--- src/design/vapt_fifo.sv ---
module vapt_fifo #(
    parameter int W = 8
) (
    input  logic         clk,
    input  logic         rst_n,
    input  logic         push,
    input  logic [W-1:0] din,
    output logic         full,
    input  logic         pop,
    output logic [W-1:0] dout,
    output logic         empty
);

    localparam int DEPTH = 2;

    logic [W-1:0] mem_reg [DEPTH];
    logic         wr_ptr_reg, rd_ptr_reg;
    logic [1:0]   count_reg;

    assign full  = (count_reg == 2'(DEPTH));
    assign empty = (count_reg == 2'd0);
    assign dout  = mem_reg[rd_ptr_reg];

    always_ff @(posedge clk or negedge rst_n)
    begin
        if (!rst_n)
        begin
            wr_ptr_reg <= 1'b0;
            rd_ptr_reg <= 1'b0;
            count_reg  <= 2'd0;
        end
        else
        begin
            if (push)
            begin
                wr_ptr_reg <= !wr_ptr_reg;
            end
            if (pop)
            begin
                rd_ptr_reg <= !rd_ptr_reg;
            end
            count_reg <= count_reg + 2'(push) - 2'(pop);
        end
    end

    always_ff @(posedge clk)
    begin
        if (push)
        begin
            mem_reg[wr_ptr_reg] <= din;
        end
    end

endmodule

--- config.mk ---
export PLATFORM = sky130hd
export DESIGN_NAME = vapt_fifo
export DESIGN_NICKNAME = d
export VERILOG_FILES = /design/src/design/vapt_fifo.sv
export SDC_FILE = /design/constraint.sdc
export NUM_CORES = 1
export LEC_CHECK = 0
export BUFFER_PORTS_ARGS = -buffer_cell sky130_fd_sc_hd__buf_2
export CAP_MARGIN = 25
export CORE_AREA = 2 2 44 46
export CTS_BUF_LIST = sky130_fd_sc_hd__clkbuf_4
export CTS_CLUSTER_DIAMETER = 60
export DETAILED_ROUTE_END_ITERATION = 7
export DIE_AREA = 0 0 46 48
export PLACE_DENSITY_LB_ADDON = 0.25
export SETUP_SLACK_MARGIN = 0.4
export SLEW_MARGIN = 20
export SYNTH_ARGS = -nofsm -noshare
export SYNTH_HDL_FRONTEND = slang
export SYNTH_SLANG_ARGS = --single-unit
--- constraint.sdc ---
create_clock -name clk -period 1.57 [get_ports clk]
set_clock_uncertainty 0.1 [all_clocks]
set_input_delay 0.2355 -clock clk [delete_from_list [all_inputs] [get_ports clk]]
set_output_delay 0.2355 -clock clk [all_outputs]
set_load 0.03 [all_outputs]
Yosys cells after proc, flatten, opt, wreduce, memory -nomap -nowiden
Memory sizes are Yosys's and may differ from the RTL's.
Index checks and enable logic that the tools add are counted.
{ "totals": {"wordCells": 12, "out_inout_bits": 10, "memories": 1, "ramBits": 16, "inputBits": 12, "reg_bits": 4} }
{ "op_classes": {"muxes": 2, "n_eq_ne": 1, "reduce_logical": 3, "add_sub_neg": 2} }
{ "memory_table": {"columns": ["name", "depth", "width", "rd", "rd_clocked_by_memory_dff", "wr", "line_no", "source"], "rows": [
  ["mem_reg", 2, 8, 1, 0, 1, "16", "logic [W-1:0] mem_reg [DEPTH];"]
]} }
{ "op_table": {"columns": ["operator", "count"], "rows": [
  ["$add 2x1->2", 1],
  ["$eq 2x2->1 const B", 1],
  ["$logic_not 1->1", 2],
  ["$logic_not 2->1", 1],
  ["$mux 1", 2],
  ["$sub 2x1->2", 1]
]} }

Longest topological paths before layout
Gate-level depths: netlist of run 1.
{ "logic_depth": {"ltp_word": 2, "mapped_depth": 5, "depth_no_buf": 5} }

Worst setup path after synthesis of run 1
OpenSTA, ideal clock, no wires.
{ "synth_timing": {"path_kind": "register -> register", "from": "register count_reg[0]", "to": "register count_reg[1]", "path_slack_ns": 0.157, "arrival_ns": 1.178, "setup_time_ns": 0.135, "required_time_ns": 1.335, "stages_incl_launch_ff": 6, "path_cell_list": "dfrtp_1 > inv_1 > ha_1 > inv_1 > ha_1 > xor3_1"} }
{ "synth_via": {"elab_chain_cells": 2} }
{ "synth_rtl": {"columns": ["item", "line_no", "source"], "rows": [
  ["start: declaration", "18", "logic [1:0] count_reg;"],
  ["start signal: assignment", "42", "count_reg <= count_reg + 2'(push) - 2'(pop);"],
  ["$add 2x1->2", "42", null],
  ["$sub 2x1->2", "42", null]
]} }
No other way between the ends.
A chain may end at the register's enable or synchronous reset.

Final worst setup path of run 1
{ "layout_timing": {"from": "register rd_ptr_reg", "to": "output port dout[0]"} }
{ "layout_via": {"elab_chain_cells": 1} }
{ "layout_rtl": {"columns": ["item", "line_no", "source"], "rows": [
  ["start: declaration", "17", "logic wr_ptr_reg, rd_ptr_reg;"],
  ["start signal: assignment", "40", "rd_ptr_reg <= !rd_ptr_reg;"],
  ["$mem_v2 2x8", null, null],
  ["end: declaration", "10", "output logic [W-1:0] dout,"]
]} }
No other way between the ends.

==> impl_metrics.tcl, run 1 <==
set metrics [dict create \
    status "complete, but fails checks" \
    violations "setup timing" \
    synth.area.top_cells "edfxtp_1, mux2_4, dfrtp_1, ha_1, xor3_1" \
    layout.nets 85 \
    ios 22 \
    whs_ns 0.0383 \
    critPathMaxFanout 5 \
    ys.flop_type "edfxtp_1" \
    hold_viol 0 \
    synth_top_area_cell "edfxtp_1" \
    required_ns 1.23 \
    dr_wl_met3_um 33 \
    setup_ws_ns -0.0597 \
    antenna_found_initial 0 \
    placedInstanceArea_um2 926 \
    routed.top_layer "met3" \
    finalMaxSlewViolations 0 \
    clk_latency_ns 0.28 \
    maxCapViolCount 0 \
    drtAntennaViolNets 0 \
    fin_tns_setup_ns -0.427 \
    hpwl_um 868 \
    cts_root_buf "clkbuf_4" \
    drive_gt1_share_pct 64.3 \
    io_buffers 21 \
    gr-total-overflow 0 \
    cp-start-kind "flop" \
    cts_tree "yes" \
    die_area_um2 2210 \
    dp_slack_ns 0.0809 \
    timing.slew.headroom_pct 83.8 \
    grt_pass1_vias 413 \
    track_usage_pct 11.2 \
    path_class "reg -> out" \
    grt_setup_unrepaired "yes" \
    yosysMostFrequentCell "edfxtp_1" \
    die_h_um 48 \
    fin_crit_ns 1.63 \
    synth_commonest_cells "edfxtp_1, mux2_4, dfrtp_1" \
    post-route-period-util_pct 104 \
    tightest_slew_ns 0.243 \
    syn_to_final_growth_pct 36.2 \
    cts.path.max_buffers 2 \
    synth_warnings 0 \
    dieWidth_um 46 \
    p_per_area_nw_per_um2 1920 \
    setup_viol 8 \
    design.core.area_um2 1690 \
    synth_top_area_share_pct 59.4 \
    crit_path_end_kind "output pin" \
    gp_congestion 0.590 \
    max_clock_freq_mhz 614 \
    wl_met1_um 483 \
    syn_avg_cell_area_um2 20.2 \
    design_area_um2 1100 \
    viasPerCell 4.80 \
    hp-class "in -> reg" \
    htreeDepth 1 \
    drt-pass1-iter-count 1 \
    num_antenna_cells 0 \
    ys_seq_elements 20 \
    grt_max_degree 12 \
    synth_area_um2 808 \
    peakVddDrop_mv 0.990 \
    num_rows 15 \
    wl_per_cell_um 14.1 \
    p_leak_uw 0.000475 \
    ys_seq_area_share_pct 71.8 \
    cts.reportedPaths.clkPinSlew_ns 0.10 \
    critical_path_arrival_ns 1.29 \
    cts_buffers 3 \
    synth_edf_count 16 \
    route.vias.total 418 \
    grt_pass1_wl_um 1660 \
    synthDistinctLibCells 11 \
    netlist_instances 40 \
    reg2reg_slack_ns 0.29 \
    met2RoutedLength_um 710 \
    drc 0 \
    synthesis.nets 54 \
    synth-async-reset-ratio_pct 20.0 \
    drt_iter0_drc 0 \
    finalWirelength_um 1230 \
    start_util_pct 47.9 \
    largest_reg_flops 16 \
    cts.sinks 20 \
]
-- placed cells by master, fill, tap and decap left out --
| cell type | count |
|---|---|
| xor2_1 | 2 |
| edfxtp_1 | 16 |
| buf_2 | 11 |
| buf_4 | 5 |
| dfrtp_1 | 3 |
| clkbuf_4 | 4 |
| xor3_1 | 1 |
| inv_4 | 1 |
| nor2_1 | 1 |
| dfrtp_2 | 1 |
| nor2b_4 | 1 |
| dlygate4sd3_1 | 1 |
| and2_2 | 1 |
| buf_6 | 10 |
| ha_4 | 2 |
| mux2_4 | 8 |
| inv_2 | 1 |
| nor2b_1 | 1 |
-- worst max-delay path, stage by stage, from the launching register on --
cell and delay, ns:
dfrtp_2 0.43, buf_6 0.14, mux2_4 0.30, buf_6 0.14
-- power by group --
| group | switching, µW | total [µW] | internal, µW |
|---|---|---|---|
| combinational | 498 | 1060 | 564 |
| sequential | 73.2 | 798 | 725 |
| clock | 135 | 251 | 116 |
-- per-stage QoR --
stage                     utilization [%]  total power, µW  cells
after floorplan                         -             1410     40
after detailed placement             54.8             1550     77
after CTS                            63.9             2070     86
after global routing                 65.2             2230     87
final                                65.2             2110     87
after global placement               54.8             1530     77
-- cell families (layout without fill, tap and decap cells) --
logic type / Yosys count / in the layout / share of synthesized area (%)
flip-flops: 20 / 20 / 71.8
multiplexers: 8 / 8 / 14.9
AND/OR/NAND/NOR: 4 / 4 / 2.79
XOR/XNOR: 3 / 3 / 5.11
buffers and inverters: 3 / 33 / 2.32
adder cells (fa/ha/maj): 2 / 2 / 3.10
-- final cells by class --
cell class                      count  area (µm²)
Tap cell                           17        21.3
Clock buffer                        4        30.0
Timing Repair Buffer               27         215
Fill cell                         108         588
Sequential cell                    20         582
Multi-Input combinational cell     17         243
Inverter                            2        10.0
-- worst paths after layout --
| kind | start | end | cells past startpoint |
|---|---|---|---|
| min in group asynchronous | rst_n | rd_ptr_reg | 2 |
| worst max-delay path | rd_ptr_reg | dout[0] | 3 |
| worst max register to register | count_reg[0] | count_reg[1] | 5 |
| worst min-delay path | din[4] | mem_reg[1][4] | 1 |
| max in group asynchronous | rst_n | rd_ptr_reg | 2 |
| worst min register to register | wr_ptr_reg | wr_ptr_reg | 1 |
-- timing repair --
action | CTS | global route
hold buffers | 1 | 0
setup endpoints to repair | 28 | 12
resized for setup | 27 | 3
buffers inserted | 4 | 1
pin swaps | 1 | 0
hold endpoints to repair | 4 | 0
-- per-layer routing --
layer	GRT usage, %	up-vias
met5	0	-
met4	3.43	0
met3	2.26	0
met2	22.2	11
met1	11.8	201
li1	-	206
No activity file was read; power rests on OpenSTA's default activity.
==> run 2, diff against run 1 <==
CTS_CLUSTER_DIAMETER = default   (was 60)
HOLD_SLACK_MARGIN = 0.06   (was default)
==> impl_metrics.tcl, run 2 (synthesis gave the netlist of run 1 again) <==
set metrics [dict create \
    design.core.area_um2 1690 \
    syn_to_final_growth_pct 45.5 \
    p_per_area_nw_per_um2 1780 \
    max_clock_freq_mhz 611 \
    die_area_um2 2210 \
    critPathMaxFanout 5 \
    viasPerCell 4.64 \
    dp_slack_ns 0.0809 \
    hold_viol 0 \
    fin_crit_ns 1.64 \
    setup_ws_ns -0.0680 \
    cp-start-kind "flop" \
    required_ns 1.23 \
    num_antenna_cells 0 \
    status "complete, but fails checks" \
    largest_reg_flops 16 \
    dp.cells 77 \
    track_usage_pct 12.7 \
    fin_tns_setup_ns -0.483 \
    maxCapViolCount 0 \
    final_common_cell "edfxtp_1" \
    wl_per_cell_um 13.5 \
    drt_iter0_drc 2 \
    gp_congestion 0.590 \
    cpMostUsedCell "buf_6" \
    grt_pass1_vias 461 \
    clk_latency_ns 0.28 \
    cts.path.max_buffers 2 \
    ios 22 \
    cpMaxStageDelayCell "dfrtp_2" \
    grt_setup_unrepaired "yes" \
    antenna_found_initial 0 \
    finalMaxSlewViolations 0 \
    htreeDepth 1 \
    timing.slew.headroom_pct 83.7 \
    io_buffers 21 \
    setup_viol 8 \
    route.vias.total 445 \
    num_rows 15 \
    cts_root_buf "clkbuf_4" \
    finalWirelength_um 1300 \
    cts_tree "yes" \
    start_util_pct 47.9 \
    post-route-period-util_pct 104 \
    cts.reportedPaths.clkPinSlew_ns 0.10 \
    p_leak_uw 0.000514 \
    critical_path_arrival_ns 1.30 \
    hp-class "in -> reg" \
    fill_cells 113 \
    cts_buffers 3 \
    layout.nets 94 \
    path_class "reg -> out" \
    peakVddDrop_mv 0.991 \
    slowest_delay_ns 0.43 \
    gr-total-overflow 0 \
    violations "setup timing" \
    drtAntennaViolNets 0 \
    drt-pass1-iter-count 2 \
    crit_path_end_kind "output pin" \
    layout_common_cells "edfxtp_1, buf_2, dlygate4sd3_1, buf_6, mux2_4" \
    die_h_um 48 \
    tightest_slew_ns 0.245 \
    grt_pass1_wl_um 1880 \
    dieWidth_um 46 \
    crit_chain "buf_6, mux2_4, buf_6" \
    instances_no_fill 96 \
    grt_max_degree 12 \
    drc 0 \
    hpwl_um 868 \
    cts.sinks 20 \
    drive_gt1_share_pct 54.4 \
]
## run 2: cell count changes in the layout (fill, tap and decap cells not counted), sizes merged
cell	before	now
dlygate4sd3	1	10
## run 2: metrics by stage
stage | power (µW) | area (µm²) | utilization (%) | hold WS (ns)
floorplan | 1410 | 811 | - | -0.160
global placement | 1530 | 926 | 54.8 | -0.0536
detailed placement | 1550 | 926 | 54.8 | -0.0538
CTS | 2090 | 1170 | 69.2 | 0.0958
global route | 2210 | 1180 | 69.6 | 0.0998
finish | 2100 | 1180 | 69.6 | 0.104
## run 2: final cells by class
cell class / count / area (µm²) / share of cell area, %
flip-flops and latches: 20 / 582 / 49.5
repair buffers: 36 / 305 / 26.0
multi-input cells: 17 / 230 / 19.6
clock buffers: 4 / 30.0 / 2.55
well taps: 17 / 21.3 / 1.81
inverters: 2 / 7.51 / 0.638
## run 2: final timing paths
path	start	to	slack, ns	depth (start not counted)
worst max-delay path	rd_ptr_reg	dout[0]	-0.07	3
worst min-delay path	push	wr_ptr_reg	0.10	2
worst max register to register	count_reg[0]	count_reg[1]	0.26	5
worst min register to register	wr_ptr_reg	wr_ptr_reg	0.44	1
max in group asynchronous	rst_n	rd_ptr_reg	1.07	2
min in group asynchronous	rst_n	rd_ptr_reg	0.17	2
## run 2: metal layers
layer	routed length (µm)	global-route usage, %	vias up
li1	-	-	226
met1	512	13.6	208
met2	751	24.4	11
met3	32	2.26	0
met4	0	5.14	0
met5	0	0	-
## run 2: worst max-delay path, delay by kind of cell, from the launching register on
kind | cells | cell delay (ns)
buffers and inverters | 2 | 0.28
multiplexers | 1 | 0.30
flip-flops | 1 | 0.43
## run 2: report_power, final
part	internal, µW	leakage (µW)	switching (µW)
logic	562	0.000300	488
clock network	116	0.0000184	139
registers	725	0.000196	66.9
total	1400	0.000514	695
## run 2: what timing repair did
action,4_1_cts,5_1_grt
pin swaps,1,0
setup buffers,4,1
hold buffers,10,0
endpoints found under the hold margin,21,0
endpoints found under the setup margin,28,12
resized for setup,27,0
